### config.mk
export PLATFORM = sky130hd
export DESIGN_NAME = autoranging_moving_average
export DESIGN_NICKNAME = d
export VERILOG_FILES = /design/src/rtl/core/ama_pkg.sv /design/src/rtl/core/ama_ram.sv /design/src/rtl/core/ama_div.sv /design/src/rtl/core/autoranging_moving_average.sv
export SDC_FILE = /design/constraint.sdc
export NUM_CORES = 1
export LEC_CHECK = 0
export ABC_AREA = 1
export BUFFER_PORTS_ARGS = -buffer_cell sky130_fd_sc_hd__buf_2
export CAP_MARGIN = 20
export CORE_UTILIZATION = 37
export DETAILED_ROUTE_END_ITERATION = 16
export SYNTH_ARGS = -nofsm -noshare
export SYNTH_HDL_FRONTEND = slang
export SYNTH_SLANG_ARGS = --single-unit
### constraint.sdc
create_clock -name clk_i -period 4.9 [get_ports clk_i]
set_input_delay 0.49 -clock clk_i [delete_from_list [all_inputs] [get_ports clk_i]]
set_output_delay 0.49 -clock clk_i [all_outputs]
set_load 0.01 [all_outputs]
### src/rtl/core/ama_pkg.sv
`default_nettype none

package ama_pkg;

  // Field widths
  localparam int unsigned SAMPLE_W    = 24;
  localparam int unsigned RANGE_W     = 2;
  localparam int unsigned IN_TDATA_W  = 24;
  localparam int unsigned OUT_TDATA_W = 32;

  // Default ring depth
  localparam int unsigned WINDOW_DEF = 16;

  // Configuration register indexes
  localparam int unsigned CFG_IDX_W = 2;
  localparam logic [CFG_IDX_W-1:0] REG_UPPER = 2'd0;
  localparam logic [CFG_IDX_W-1:0] REG_LOWER = 2'd1;
  localparam logic [CFG_IDX_W-1:0] REG_HOLD  = 2'd2;

  // Configuration reset values
  localparam logic [SAMPLE_W-1:0] UPPER_RST = 24'd15728640;
  localparam logic [SAMPLE_W-1:0] LOWER_RST = 24'd1048576;

  // Range codes
  localparam logic [RANGE_W-1:0] BAND_LOW  = 2'd0;
  localparam logic [RANGE_W-1:0] BAND_MID  = 2'd1;
  localparam logic [RANGE_W-1:0] BAND_HIGH = 2'd2;

  // Divider status toward the sequencer
  typedef struct packed {
    logic busy;
    logic done;
  } div_stat_t;

endpackage

`default_nettype wire

### src/rtl/core/ama_ram.sv
`default_nettype none

module ama_ram #(
  parameter int unsigned WIDTH = 24,
  parameter int unsigned DEPTH = 16
) (
  input  wire logic                     clk_i,
  input  wire logic                     we_i,
  input  wire logic [$clog2(DEPTH)-1:0] waddr_i,
  input  wire logic [WIDTH-1:0]         wdata_i,
  input  wire logic [$clog2(DEPTH)-1:0] raddr_i,
  output logic      [WIDTH-1:0]         rdata_o
);

  logic [WIDTH-1:0] mem_q [DEPTH];

  // Single write port, registered read port
  always_ff @(posedge clk_i) begin
    if (we_i) begin
      mem_q[waddr_i] <= wdata_i;
    end
    rdata_o <= mem_q[raddr_i];
  end

endmodule

`default_nettype wire

### src/rtl/core/ama_div.sv
`default_nettype none

module ama_div
  import ama_pkg::*;
#(
  parameter int unsigned DIVIDEND_W = 28,
  parameter int unsigned DIVISOR_W  = 5
) (
  input  wire logic                  clk_i,
  input  wire logic                  rst_ni,
  input  wire logic                  start_i,
  input  wire logic [DIVIDEND_W-1:0] dividend_i,
  input  wire logic [DIVISOR_W-1:0]  divisor_i,
  output logic      [DIVIDEND_W-1:0] quotient_o,
  output div_stat_t                  stat_o
);

  localparam int unsigned CNT_W = $clog2(DIVIDEND_W + 1);

  logic [DIVIDEND_W-1:0] quo_q, quo_d;
  logic [DIVISOR_W-1:0]  rem_q, rem_d;
  logic [DIVISOR_W-1:0]  dvs_q, dvs_d;
  logic [CNT_W-1:0]      cnt_q, cnt_d;
  logic                  busy_q, busy_d;
  logic                  done_q, done_d;
  logic [DIVISOR_W:0]    trial;
  logic                  fits;

  // One restoring step: shift in next dividend bit, subtract if it fits
  assign trial = {rem_q, quo_q[DIVIDEND_W-1]};
  assign fits  = (trial >= {1'b0, dvs_q});

  always_comb begin
    quo_d  = quo_q;
    rem_d  = rem_q;
    dvs_d  = dvs_q;
    cnt_d  = cnt_q;
    busy_d = busy_q;
    done_d = 1'b0;
    if (start_i) begin
      quo_d  = dividend_i;
      rem_d  = '0;
      dvs_d  = divisor_i;
      cnt_d  = CNT_W'(DIVIDEND_W);
      busy_d = 1'b1;
    end else if (busy_q) begin
      rem_d = fits ? DIVISOR_W'(trial - {1'b0, dvs_q}) : trial[DIVISOR_W-1:0];
      quo_d = {quo_q[DIVIDEND_W-2:0], fits};
      cnt_d = cnt_q - 1'b1;
      if (cnt_q == CNT_W'(1)) begin
        busy_d = 1'b0;
        done_d = 1'b1;
      end
    end
  end

  // Control state
  always_ff @(posedge clk_i or negedge rst_ni) begin
    if (!rst_ni) begin
      busy_q <= 1'b0;
      done_q <= 1'b0;
      cnt_q  <= '0;
    end else begin
      busy_q <= busy_d;
      done_q <= done_d;
      cnt_q  <= cnt_d;
    end
  end

  // Datapath
  always_ff @(posedge clk_i) begin
    quo_q <= quo_d;
    rem_q <= rem_d;
    dvs_q <= dvs_d;
  end

  assign quotient_o  = quo_q;
  assign stat_o.busy = busy_q;
  assign stat_o.done = done_q;

endmodule

`default_nettype wire

### src/rtl/core/autoranging_moving_average.sv
// Channel   Dir  Fields (tdata, low bit up)
// s_axis    in   sample[23:0]
// m_axis    out  average[23:0], range_sel[25:24], range_changed[26], zero[31:27]
// cfg       in   0 upper_threshold, 1 lower_threshold, 2 hold_history
//
// Each word's average comes from the bit-serial divider that forms sum / fill
// count, one quotient bit a cycle.
// s_axis_tready is high only while the sequencer idles; a finished word waits
// in the output register and the next sample is taken meanwhile.
// Reset leaves the ring empty (fill count zero) and the range at mid; the ring
// RAM itself is not cleared.
`default_nettype none

module autoranging_moving_average
  import ama_pkg::*;
#(
  parameter int unsigned WINDOW = WINDOW_DEF
) (
  input  wire logic                   clk_i,
  input  wire logic                   rst_ni,
  // sample
  input  wire logic                   s_axis_tvalid,
  output logic                        s_axis_tready,
  input  wire logic [IN_TDATA_W-1:0]  s_axis_tdata,
  // average, range_sel, range_changed, zero pad
  output logic                        m_axis_tvalid,
  input  wire logic                   m_axis_tready,
  output logic      [OUT_TDATA_W-1:0] m_axis_tdata,
  // configuration writes
  input  wire logic                   cfg_we_i,
  input  wire logic [CFG_IDX_W-1:0]   cfg_idx_i,
  input  wire logic [SAMPLE_W-1:0]    cfg_wdata_i
);

  localparam int unsigned POS_W = $clog2(WINDOW);
  localparam int unsigned CNT_W = $clog2(WINDOW + 1);
  localparam int unsigned SUM_W = SAMPLE_W + $clog2(WINDOW);

  typedef enum logic [3:0] {
    ST_IDLE = 4'b0001,
    ST_UPD  = 4'b0010,
    ST_DIV  = 4'b0100,
    ST_DONE = 4'b1000
  } state_e;

  state_e state_q, state_d;

  logic [SAMPLE_W-1:0] upper_q, lower_q;
  logic                hold_q;
  logic [POS_W-1:0]    pos_q, pos_d;
  logic [CNT_W-1:0]    fill_q, fill_d;
  logic [SUM_W-1:0]    sum_q, sum_d;
  logic [RANGE_W-1:0]  range_q, range_d;
  logic [SAMPLE_W-1:0] sample_q;
  logic                m_valid_q, m_valid_d;
  logic [OUT_TDATA_W-1:0] m_data_q, m_data_d;

  logic [SAMPLE_W-1:0] old_entry;
  logic [SUM_W-1:0]    quotient;
  div_stat_t           div_stat;
  logic                div_start;
  logic                ring_full;
  logic                accept;
  logic                out_free;
  logic [SAMPLE_W-1:0] avg;
  logic                step_up, step_dn, changed;
  logic [RANGE_W-1:0]  range_new;

  assign accept        = s_axis_tvalid & s_axis_tready;
  assign s_axis_tready = (state_q == ST_IDLE);
  assign ring_full     = (fill_q == CNT_W'(WINDOW));
  assign out_free      = !m_valid_q || m_axis_tready;
  assign div_start     = (state_q == ST_UPD);
  assign avg           = quotient[SAMPLE_W-1:0];

  // Ring storage; the oldest entry is read at the write position
  ama_ram #(
    .WIDTH (SAMPLE_W),
    .DEPTH (WINDOW)
  ) u_ring (
    .clk_i   (clk_i),
    .we_i    (state_q == ST_UPD),
    .waddr_i (pos_q),
    .wdata_i (sample_q),
    .raddr_i (pos_q),
    .rdata_o (old_entry)
  );

  // Serial divider: running sum / fill count
  ama_div #(
    .DIVIDEND_W (SUM_W),
    .DIVISOR_W  (CNT_W)
  ) u_div (
    .clk_i      (clk_i),
    .rst_ni     (rst_ni),
    .start_i    (div_start),
    .dividend_i (sum_d),
    .divisor_i  (fill_d),
    .quotient_o (quotient),
    .stat_o     (div_stat)
  );

  // Range decision; step up wins when both thresholds are crossed
  always_comb begin
    step_up   = (range_q != BAND_HIGH) && (avg > upper_q);
    step_dn   = !step_up && (range_q != BAND_LOW) && (avg < lower_q);
    changed   = step_up || step_dn;
    range_new = range_q;
    if (step_up) begin
      range_new = range_q + 1'b1;
    end else if (step_dn) begin
      range_new = range_q - 1'b1;
    end
  end

  // Sequencer and history update
  always_comb begin
    state_d   = state_q;
    pos_d     = pos_q;
    fill_d    = fill_q;
    sum_d     = sum_q;
    range_d   = range_q;
    m_valid_d = m_valid_q && !m_axis_tready;
    m_data_d  = m_data_q;
    case (state_q)
      ST_IDLE: begin
        if (accept) begin
          state_d = ST_UPD;
        end
      end
      ST_UPD: begin
        // old entry leaves the sum only when the ring is full
        if (ring_full) begin
          sum_d = sum_q - SUM_W'(old_entry) + SUM_W'(sample_q);
        end else begin
          sum_d  = sum_q + SUM_W'(sample_q);
          fill_d = fill_q + 1'b1;
        end
        pos_d   = (pos_q == POS_W'(WINDOW - 1)) ? '0 : pos_q + 1'b1;
        state_d = ST_DIV;
      end
      ST_DIV: begin
        if (div_stat.done) begin
          state_d = ST_DONE;
        end
      end
      ST_DONE: begin
        if (out_free) begin
          range_d   = range_new;
          m_valid_d = 1'b1;
          m_data_d  = {{(OUT_TDATA_W - SAMPLE_W - RANGE_W - 1){1'b0}},
                       changed, range_new, avg};
          if (changed && !hold_q) begin
            pos_d  = '0;
            fill_d = '0;
            sum_d  = '0;
          end
          state_d = ST_IDLE;
        end
      end
      default: begin
        state_d = ST_IDLE;
      end
    endcase
  end

  // Control and history registers
  always_ff @(posedge clk_i or negedge rst_ni) begin
    if (!rst_ni) begin
      state_q   <= ST_IDLE;
      pos_q     <= '0;
      fill_q    <= '0;
      sum_q     <= '0;
      range_q   <= BAND_MID;
      m_valid_q <= 1'b0;
    end else begin
      state_q   <= state_d;
      pos_q     <= pos_d;
      fill_q    <= fill_d;
      sum_q     <= sum_d;
      range_q   <= range_d;
      m_valid_q <= m_valid_d;
    end
  end

  // Configuration registers
  always_ff @(posedge clk_i or negedge rst_ni) begin
    if (!rst_ni) begin
      upper_q <= UPPER_RST;
      lower_q <= LOWER_RST;
      hold_q  <= 1'b0;
    end else if (cfg_we_i) begin
      case (cfg_idx_i)
        REG_UPPER: upper_q <= cfg_wdata_i;
        REG_LOWER: lower_q <= cfg_wdata_i;
        REG_HOLD:  hold_q  <= cfg_wdata_i[0];
        default: begin
        end
      endcase
    end
  end

  // Payload registers
  always_ff @(posedge clk_i) begin
    if (accept) begin
      sample_q <= s_axis_tdata[SAMPLE_W-1:0];
    end
    m_data_q <= m_data_d;
  end

  assign m_axis_tvalid = m_valid_q;
  assign m_axis_tdata  = m_data_q;

  // Checks
  a_ready_div_idle : assert property (@(posedge clk_i) disable iff (!rst_ni)
    s_axis_tready |-> !div_stat.busy)
    else $error("input ready while divider busy");

  a_fill_bound : assert property (@(posedge clk_i) disable iff (!rst_ni)
    fill_q <= CNT_W'(WINDOW))
    else $error("fill count beyond window");

  a_done_in_div : assert property (@(posedge clk_i) disable iff (!rst_ni)
    div_stat.done |-> (state_q == ST_DIV))
    else $error("divider finished outside divide state");

  a_accept_update : assert property (@(posedge clk_i) disable iff (!rst_ni)
    accept |=> (state_q == ST_UPD) && div_stat.busy == 1'b0)
    else $error("accepted word did not start an update");

endmodule

`default_nettype wire

### After elaboration in Yosys (flattened, before gate mapping)

Memories as Yosys holds them, arrays and structs flattened. A register that Yosys moved wholly into a read port is not among the register bits.
Index checks and enable logic that the tools add are counted.

| operators by class | value |
|---|---|
| add/sub/neg operators | 9 |
| $lt $le $gt $ge | 3 |
| equal/unequal tests | 14 |
| mux-type cells | 33 |
| bitwise gates (word level) | 1 |
| reduce and logical (&&, ||, !) cells | 21 |

Operators by type and width:

| operator | count |
|---|---|
| 28-bit two-way mux | 5 |
| 28-bit by 24-bit adder with 28-bit output | 2 |
| 28-bit case mux with 2 select lines | 1 |
| 5-bit two-way mux | 6 |
| 28-bit by 24-bit subtractor with 28-bit output | 1 |
| 24-bit greater-than comparator | 1 |
| 24-bit < comparator | 1 |
| 4-bit two-way mux | 6 |
| 4-bit case mux with 4 select lines | 1 |
| 1-bit two-way mux | 10 |
| 5-bit case mux with 2 select lines | 1 |
| 4-bit == test (second input constant) | 2 |
| 4-bit case mux with 2 select lines | 1 |
| 2-bit AND reduction | 4 |
| 6-bit by 5-bit >= comparator with 1-bit output | 1 |
| 2-bit != test (second input constant) | 3 |
| 3-bit AND reduction | 2 |
| 2-bit nonzero test | 3 |
| 5-bit by 1-bit adder with 5-bit output (second input constant) | 1 |
| 5-bit by 1-bit == test with 1-bit output (second input constant) | 1 |
| 5-bit == test (second input constant) | 1 |
| 1-bit logical AND | 5 |
| 5-bit by 1-bit subtractor with 5-bit output (second input constant) | 1 |
| 5-bit subtractor | 1 |
| other kinds (14) | 20 |

| storage, ports and cells | value |
|---|---|
| flip-flop bits (word level) | 189 |
| memory bits (writable) | 384 |
| output and inout port bits | 34 |
| logic and storage cells | 99 |
| memories | 1 |

Memories:

| name | words | width | read ports | clocked after Yosys merged registers in | wr ports | RTL line | RTL |
|---|---|---|---|---|---|---|---|
| u_ring.mem_q | 16 | 24 | 1 | 1 | 1 | ama_ram.sv:15 | `logic [WIDTH-1:0] mem_q [DEPTH];` |

### Logic depth before layout (Yosys ltp)

Gate-level depths: netlist of run 1.

| depth | value |
|---|---|
| depth after elaboration | 11 |
| mapped depth | 22 |
| depth with buffers taken out | 21 |

### By module

A second synthesis of run 1 with hierarchy kept.

| second synthesis, totals | value |
|---|---|
| cells, all modules | 3293 |
| area total of the unflattened synthesis | 30367.9 sq um |

By module, submodules not included:

| module | times used | cells an instance | area each (sq um) |
|---|---|---|---|
| ama_ram | 1 | 1597 | 16951.3 |
| autoranging_moving_average | 1 | 1463 | 11260.8 |
| ama_div | 1 | 233 | 2155.8 |

### Worst setup path before layout of run 1

OpenSTA, ideal clock, no wires.

| timing | value |
|---|---|
| kind | flip-flop to flip-flop |
| start | register state_q[2] |
| end | memory u_ring.mem_q[11][0], enable pin |
| setup time | 0.435 ns |
| arrival | 2.786 ns |
| path slack | 1.679 ns |
| cell stages (with the launch flop) | 7 |
| path buffers | 1 |
| clock period less this slack | 3.221 ns |
| path through | dfrtp_1 nor2_1 inv_1 nor3_1 inv_1 clkbuf_1 nor3_1 |

| between the ends | value |
|---|---|
| word-level cells in the longest chain between the ends | 3 |

RTL lines:

| item | RTL line | RTL |
|---|---|---|
| start: declaration | autoranging_moving_average.sv:46 | `state_e state_q, state_d;` |
| start signal: assignment | autoranging_moving_average.sv:177 | `state_q <= state_d;` |
| 4-bit by 2-bit == test with 1-bit output | autoranging_moving_average.sv:82 | `.we_i (state_q == ST_UPD),` |
| 1-bit two-way mux | ama_ram.sv:19 | `if (we_i) begin` |
| 1-bit two-way mux (not written as such) | ama_ram.sv:20 | `mem_q[waddr_i] <= wdata_i;` |
| end: declaration | ama_ram.sv:15 |  |

No other way between the ends.

### Worst setup path after layout of run 1

| timing | value |
|---|---|
| start | register sample_q[1] |
| end | register u_div.quo_q[14] (netlist: u_div.quotient_o[14]) (data pin) |

| between the ends | value |
|---|---|
| word-level cells in the longest chain between the ends | 4 |
| elaborated cells between the ends (all ways) | 5 |

RTL lines:

| item | RTL line | RTL |
|---|---|---|
| start: declaration | autoranging_moving_average.sv:54 | `logic [SAMPLE_W-1:0] sample_q;` |
| start signal: assignment | autoranging_moving_average.sv:206 | `sample_q <= s_axis_tdata[SAMPLE_W-1:0];` |
| 28-bit by 24-bit adder with 28-bit output, on equally long branches | autoranging_moving_average.sv:136, autoranging_moving_average.sv:134 |  |
| 28-bit two-way mux (*) | autoranging_moving_average.sv:133 | `if (ring_full) begin` |
| 28-bit case mux with 2 select lines (*) | autoranging_moving_average.sv:125 | `case (state_q)` |
| 28-bit two-way mux (*) | ama_div.sv:40 | `if (start_i) begin` |
| named net u_div.quo_d[14] | ama_div.sv:20 | `logic [DIVIDEND_W-1:0] quo_q, quo_d;` |
| end signal: assignment | ama_div.sv:72 | `quo_q <= quo_d;` |
| end: declaration | ama_div.sv:20 |  |

The timed path passes the listed nets; every way through them passes the cells marked *.
A chain may end at the register's enable or synchronous reset.

==> results of run 1 <==
## per-stage QoR
stage / instances / setup slack, ns
6_report: 3853 / 1.33
5_1_grt: 3853 / 1.08
4_1_cts: 3853 / 1.37
3_5_place_dp: 3727 / 1.41
3_3_place_gp: 3726 / 1.41
2_1_floorplan: 2727 / 1.68
## area by class of cell
cell class	instances	share of cell area
Multi-Input combinational cell	1719	0.295
Timing Repair Buffer	150	0.0312
Inverter	307	0.0362
Clock buffer	80	0.0519
Tap cell	969	0.0380
Clock inverter	31	0.0104
Sequential cell	597	0.537
## registers in the layout, indices dropped and copies added (netlist names), 24 cells and up
signal,cells
sample_q,24
lower_q,24
sum_q,28
m_axis_tdata,27
u_div.quotient_o,28
upper_q,24
u_ring.mem_q,384
u_ring.rdata_o,24
## metal layers
layer | vias up | wire length [µm] | GRT usage
li1 | 9573 | - | -
met4 | 2 | 2460 | 0.0674
met1 | 9601 | 35400 | 0.282
met2 | 607 | 34100 | 0.312
met3 | 105 | 4620 | 0.0271
met5 | - | 13 | 0
## report_power, final
group / switching (mW) / total, mW / internal, mW / leakage (nW)
Sequential: 0.755 / 7.28 / 6.52 / 5.69
Clock: 1.98 / 4.62 / 2.64 / 0.964
Combinational: 6.95 / 10.3 / 3.39 / 6.18
## worst max path at each step
stage | end | slack [ns] | cells after the start
final | u_div.quotient_o[14] | 1.33 | 17
after CTS | u_div.quotient_o[14] | 1.37 | 17
after detailed placement | u_div.quotient_o[14] | 1.41 | 17
after global routing | u_div.quotient_o[14] | 1.08 | 17
after floorplan | u_ring.mem_q[11][0] | 1.68 | 6
after global placement | u_div.quotient_o[14] | 1.41 | 17
## timing repair
| item | in CTS | in global routing |
|---|---|---|
| buffers inserted | 0 | 0 |
| hold buffers | 15 | 0 |
| endpoints found under the hold margin | 15 | 0 |
## worst max-delay path, cell delays in order, from the launching register on
cell and delay, ns:
sky130_fd_sc_hd__edfxtp_1 0.74, sky130_fd_sc_hd__inv_1 0.13, sky130_fd_sc_hd__fa_1 0.54, sky130_fd_sc_hd__inv_1 0.07
sky130_fd_sc_hd__fa_1 0.50, sky130_fd_sc_hd__nand3_1 0.10, sky130_fd_sc_hd__nand3_1 0.14, sky130_fd_sc_hd__nand2_1 0.09
sky130_fd_sc_hd__nand2_1 0.05, sky130_fd_sc_hd__nand2_1 0.07, sky130_fd_sc_hd__nand2_1 0.13, sky130_fd_sc_hd__nand2_1 0.09
sky130_fd_sc_hd__nand2_1 0.11, sky130_fd_sc_hd__a21oi_1 0.21, sky130_fd_sc_hd__xor2_1 0.16, sky130_fd_sc_hd__nand2_1 0.06
sky130_fd_sc_hd__nand2_1 0.09, sky130_fd_sc_hd__nand2_1 0.05
## kinds of logic after synthesis
| kind of cell | synth area share |
|---|---|
| and+or+nand+nor | 0.144 |
| adders and majority gates | 0.0700 |
| buffers and inverters | 0.0567 |
| xor gates and xnor gates | 0.00719 |
| DFF | 0.612 |
| other | 0.000134 |
| AOI/OAI and AO/OA | 0.109 |
## cell usage in the layout, fill, tap and decap left out, types with 59 or more instances in the layout
cell type                     n
sky130_fd_sc_hd__a21oi_1     89
sky130_fd_sc_hd__buf_2       82
sky130_fd_sc_hd__clkbuf_16   59
sky130_fd_sc_hd__dfrtp_1     91
sky130_fd_sc_hd__edfxtp_1   468
sky130_fd_sc_hd__ha_1       115
sky130_fd_sc_hd__inv_1      301
sky130_fd_sc_hd__nand2_1    490
sky130_fd_sc_hd__nand3_1    106
sky130_fd_sc_hd__nor2_1     300
sky130_fd_sc_hd__o21ai_0    324
sky130_fd_sc_hd__o22ai_1     98
==> results_dict.tcl, run 1 <==
set metrics [dict create \
    final_core_utilization 0.427 \
    ios 89 \
    grt_pass1_vias 19200 \
    hold_path.startpoint "s_axis_tdata[11]" \
    post_dp_cell_area_mm2 0.0298 \
    setup.worst_path.end_class "flop" \
    post_synth.cell_area_avg_um2 10.3 \
    cts_max_path_buffers 3 \
    cp_max_fo 19 \
    synth_edf_count 468 \
    cp.required_ns 5.29 \
    holdPathStages 1 \
    clock_sinks 597 \
    maxCapViolations 0 \
    grt_antenna_before_repair 2 \
    globalRoute.totalOverflow 0 \
    yosysTopAreaCell "sky130_fd_sc_hd__edfxtp_1" \
    clkSlewWorstSetupHoldPaths_ns 0.06 \
    hold_end "sample_q[11]" \
    effective_utilization_at_floorplan 0.375 \
    yosys_warnings 0 \
    postRouteWirelength_um 76500 \
    area_growth_pct 14.0 \
    worst_path_class_setup "reg -> reg" \
    synth.area.top_cells "sky130_fd_sc_hd__edfxtp_1, sky130_fd_sc_hd__dfrtp_1, sky130_fd_sc_hd__nand2_1" \
    maxClockFrequency_mhz 280 \
    worst_path_arrival_time_ns 3.96 \
    layout_worst_path_cycle_share 0.729 \
    crit-reg2reg-capture "u_div.quotient_o[14]" \
    antenna_left 0 \
    synth.most_common_cell "sky130_fd_sc_hd__nand2_1" \
    drt-wirelength-per-cell_um 19.9 \
    place_congestion 0.986 \
    synth.top_cell.area_share 0.502 \
    hold_violations 0 \
    holdWs_ns 0.0297 \
    regArea_mm2 0.0172 \
    clock_skew_ns 0.0225 \
    netlist_instances 2723 \
    timing_worst_slew_pin_value_ns 1.10 \
    powerDensity_mw_per_mm2 697 \
    post_dp_hpwl_um 48100 \
    slew_violations 0 \
    drt_first_iter_violations 1687 \
    drtPass1Iterations 5 \
    grt_pass1_wl_um 116000 \
    grt_setup_unrepaired "false" \
    run_status "finished clean" \
    core.rowCount 100 \
    placeableCoreArea_mm2 0.0747 \
    r2r_start "sample_q[1]" \
    min-delay-path-class "in -> reg" \
    detail_route.drc_violations 0 \
    start_kind "flop" \
    place.port_buffers 83 \
    clk_root_buffer_cell "sky130_fd_sc_hd__clkbuf_16" \
    cts_h_tree_depth 2 \
    tritoncts_clock_tree "built" \
    ys_seq_area_frac 0.612 \
    synth.ff_latch_count 597 \
    cts_made_buffers 59 \
    cts.repair.resized 0 \
    yosys-top-cells-count "sky130_fd_sc_hd__nand2_1, sky130_fd_sc_hd__edfxtp_1, sky130_fd_sc_hd__o21ai_0" \
    grtUsageTotal 0.199 \
    nFillCells 7102 \
    worstSkewPairLatency_ns 0.64 \
    final_layout_size_suffix_gt1_frac 0.0957 \
    summed_instance_area_of_the_synthesized_netlist_mm2 0.0280 \
    worst_ir_drop_vdd_v 0.000581 \
    crit_start "sample_q[1]" \
    fin_tns_setup_ns 0 \
    multi_input_area_mm2 0.00941 \
    synthFlopType "sky130_fd_sc_hd__edfxtp_1" \
    vias_per_cell 5.16 \
    totalPowerFinal_mw 22.2 \
    die_y_um 277 \
    chipWidth_um 277 \
    n_antenna_cell 0 \
    num_vias 19900 \
    layout.cell_area.non_filler_mm2 0.0319 \
    layout.nets 3030 \
    max-slew-margin-rel 0.267 \
    reg2reg_slack_ns 1.33 \
    async_flop_share 0.168 \
    design.die.area_mm2 0.0768 \
    largest_net_degree_at_the_start_of_global_routing 185 \
    final-setup-viol-count 0 \
    leakagePower_nw 12.8 \
    reg2regPathDepth 17 \
    post-route-min-period_ns 3.57 \
    synth_cell_types 49 \
]
No activity file was read; power rests on OpenSTA's default activity.
==> inputs of run 2 (changes only) <==
- clock period: 4.9 -> 3.48 ns (I/O delays scaled with it)
==> run 2 against run 1 <==
  * Fmax rose by 12%
  * Die area stayed put
  * Register-to-register slack worse by 1.0 ns
  * Critical path depth unchanged
  * Sequential share of layout area is 1.3 points lower
  * Setup slack worse by 1.0 ns
  * Design area up 2.5%
  * First-iteration DRC count rose by 7.9%
  * Clock power up 49%
  * Combinational power grew 43%
  * Critical path type unchanged
  * Highest routed layer unchanged
==> results_dict.tcl, run 2 (synthesized netlist as in run 1, its figures left out) <==
set metrics [dict create \
    largest_net_degree_at_the_start_of_global_routing 114 \
    powerDensity_mw_per_mm2 969 \
    reg2regPathDepth 17 \
    place.port_buffers 83 \
    cp_max_fo 6 \
    critical_path.cell_chain "inv_1 > fa_1 > inv_1 > ha_1 > a21oi_1 > nand2_1 > nand2_1 > nand2_1 > nand2_1 > nand2_1 > nand2_1 > nand2_1 > nand2_1 > a21oi_1 > o211ai_1 > buf_4 > nand2_1" \
    hold_violations 0 \
    final_layout_size_suffix_gt1_frac 0.104 \
    multi_input_area_mm2 0.00941 \
    worst_ir_drop_vdd_v 0.000542 \
    worst_path_arrival_time_ns 3.57 \
    nFillCells 6988 \
    largest_register_ffs 384 \
    layout.cells.most_common "sky130_fd_sc_hd__nand2_1" \
    postLayoutSetupSlackWorst_ns 0.288 \
    mostFrequentLayoutCells "sky130_fd_sc_hd__nand2_1, sky130_fd_sc_hd__edfxtp_1, sky130_fd_sc_hd__o21ai_0, sky130_fd_sc_hd__inv_1, sky130_fd_sc_hd__nor2_1" \
    hold_end "upper_q[18]" \
    grt_pass1_wl_um 119000 \
    timing_worst_slew_pin_value_ns 0.954 \
    timing.critical_path.buf_inv 3 \
    r2r_start "sum_q[2]" \
    core.rowCount 100 \
    placeableCoreArea_mm2 0.0747 \
    place_congestion 0.972 \
    critical-path-slowest-cell "sky130_fd_sc_hd__fa_1" \
    clock_skew_ns 0.0376 \
    holdPathStages 3 \
    tritoncts_clock_tree "built" \
    worstSkewPairLatency_ns 0.66 \
    start_kind "flop" \
    leakagePower_nw 13.2 \
    area_growth_pct 16.8 \
    drt-wirelength-per-cell_um 19.9 \
    antenna_left 0 \
    clkSlewWorstSetupHoldPaths_ns 0.06 \
    post_dp_hpwl_um 49600 \
    max-slew-margin-rel 0.363 \
    vias_per_cell 5.19 \
    layout.cell_area.non_filler_mm2 0.0327 \
    post-route-min-period_ns 3.19 \
    drtPass1Iterations 5 \
    ios 89 \
    cp.required_ns 3.86 \
    chipWidth_um 277 \
    critical_path.most_common_cell "sky130_fd_sc_hd__nand2_1" \
    detail_route.drc_violations 0 \
    grt_setup_unrepaired "false" \
    run_status "finished clean" \
    effective_utilization_at_floorplan 0.375 \
    globalRoute.totalOverflow 0 \
    die_y_um 277 \
    num_vias 20300 \
    path_delay_family "simple AND/OR/NAND/NOR gates" \
    fin_tns_setup_ns 0 \
    drt_first_iter_violations 1820 \
    grtUsageTotal 0.203 \
    place_worst_setup_slack_ns 0.232 \
    cts_made_buffers 61 \
    maxClockFrequency_mhz 313 \
    crit-reg2reg-capture "u_div.quotient_o[13]" \
    min-delay-path-class "in -> reg" \
    totalPowerFinal_mw 31.7 \
    reg2reg_slack_ns 0.29 \
    final_core_utilization 0.438 \
    worstSetupPathDepth 17 \
    postRouteWirelength_um 77800 \
    design.die.area_mm2 0.0768 \
    regArea_mm2 0.0172 \
    clk_root_buffer_cell "sky130_fd_sc_hd__clkbuf_16" \
    post_dp_cell_area_mm2 0.0301 \
    maxCapViolations 0 \
    hold_path.startpoint "cfg_wdata_i[18]" \
    largest_register "u_ring.mem_q" \
    cts_max_path_buffers 3 \
    clock_sinks 597 \
    timing.critical_path.slowest_cell_delay_ns 0.53 \
    grt_antenna_before_repair 8 \
    cts_h_tree_depth 2 \
    slew_violations 0 \
    grt_pass1_vias 19500 \
    final-setup-viol-count 0 \
    layout_worst_path_cycle_share 0.917 \
    setup.worst_path.end_class "flop" \
    worst_path_class_setup "reg -> reg" \
    layout.nets 3089 \
]
run 2: cell types whose count changed in the layout (fill, tap and decap cells not counted), sizes merged:
cell         previous run  this run
buf                   135       161
diode                   0         3
clkbuf                 80        73
bufinv                  5         9
dlygate4sd3            15        46
clkinvlp                6         1
clkinv                 21        34
run 2: area by class of cell:
type | count | area share
Clock inverter | 43 | 0.0148
Clock buffer | 73 | 0.0502
Antenna cell | 3 | 0.000230
Multi-Input combinational cell | 1719 | 0.288
Sequential cell | 597 | 0.524
Inverter | 307 | 0.0353
Tap cell | 969 | 0.0371
Timing Repair Buffer | 207 | 0.0501
run 2: how the worst max path moves through the flow:
| stage | from | endpoint |
|---|---|---|
| after CTS | sum_q[2] | u_div.quotient_o[13] |
| final | sum_q[2] | u_div.quotient_o[13] |
| after detailed placement | sum_q[2] | u_div.quotient_o[13] |
| after global placement | sum_q[8] | u_div.quotient_o[13] |
| after floorplan | state_q[2] | u_ring.mem_q[11][0] |
| after global routing | sum_q[2] | u_div.quotient_o[13] |
run 2: metrics by stage:
stage | hold WS, ns | std cells
2_1_floorplan | 0.0524 | 2727
3_3_place_gp | 0.433 | 3751
3_5_place_dp | 0.443 | 3751
4_1_cts | 0.000308 | 3913
5_1_grt | 0.0199 | 3915
6_report | 0.0320 | 3918
run 2: layer usage:
metal  track usage  vias up  wire length (µm)
li1              -     9714                 -
met1         0.291     9777             35500
met2         0.312      691             34300
met3        0.0352      129              5520
met4        0.0684        8              2420
met5             0        -                44
run 2: worst min-delay path, stage by stage:
cell	delay (ns)
sky130_fd_sc_hd__buf_2	0.07
sky130_fd_sc_hd__inv_1	0.05
sky130_fd_sc_hd__o21ai_0	0.14
run 2: timing repair:
action	4_1_cts	5_1_grt
hold buffers	46	0
setup endpoints to repair	0	4
buffers inserted	0	2
endpoints found under the hold margin	105	0
gates resized for setup	0	1
run 2: where the power goes:
part | internal [mW] | leakage, nW | switching [mW]
Sequential | 9.18 | 5.69 | 0.943
Combinational | 4.92 | 6.47 | 9.77
Clock | 4.04 | 1.05 | 2.84
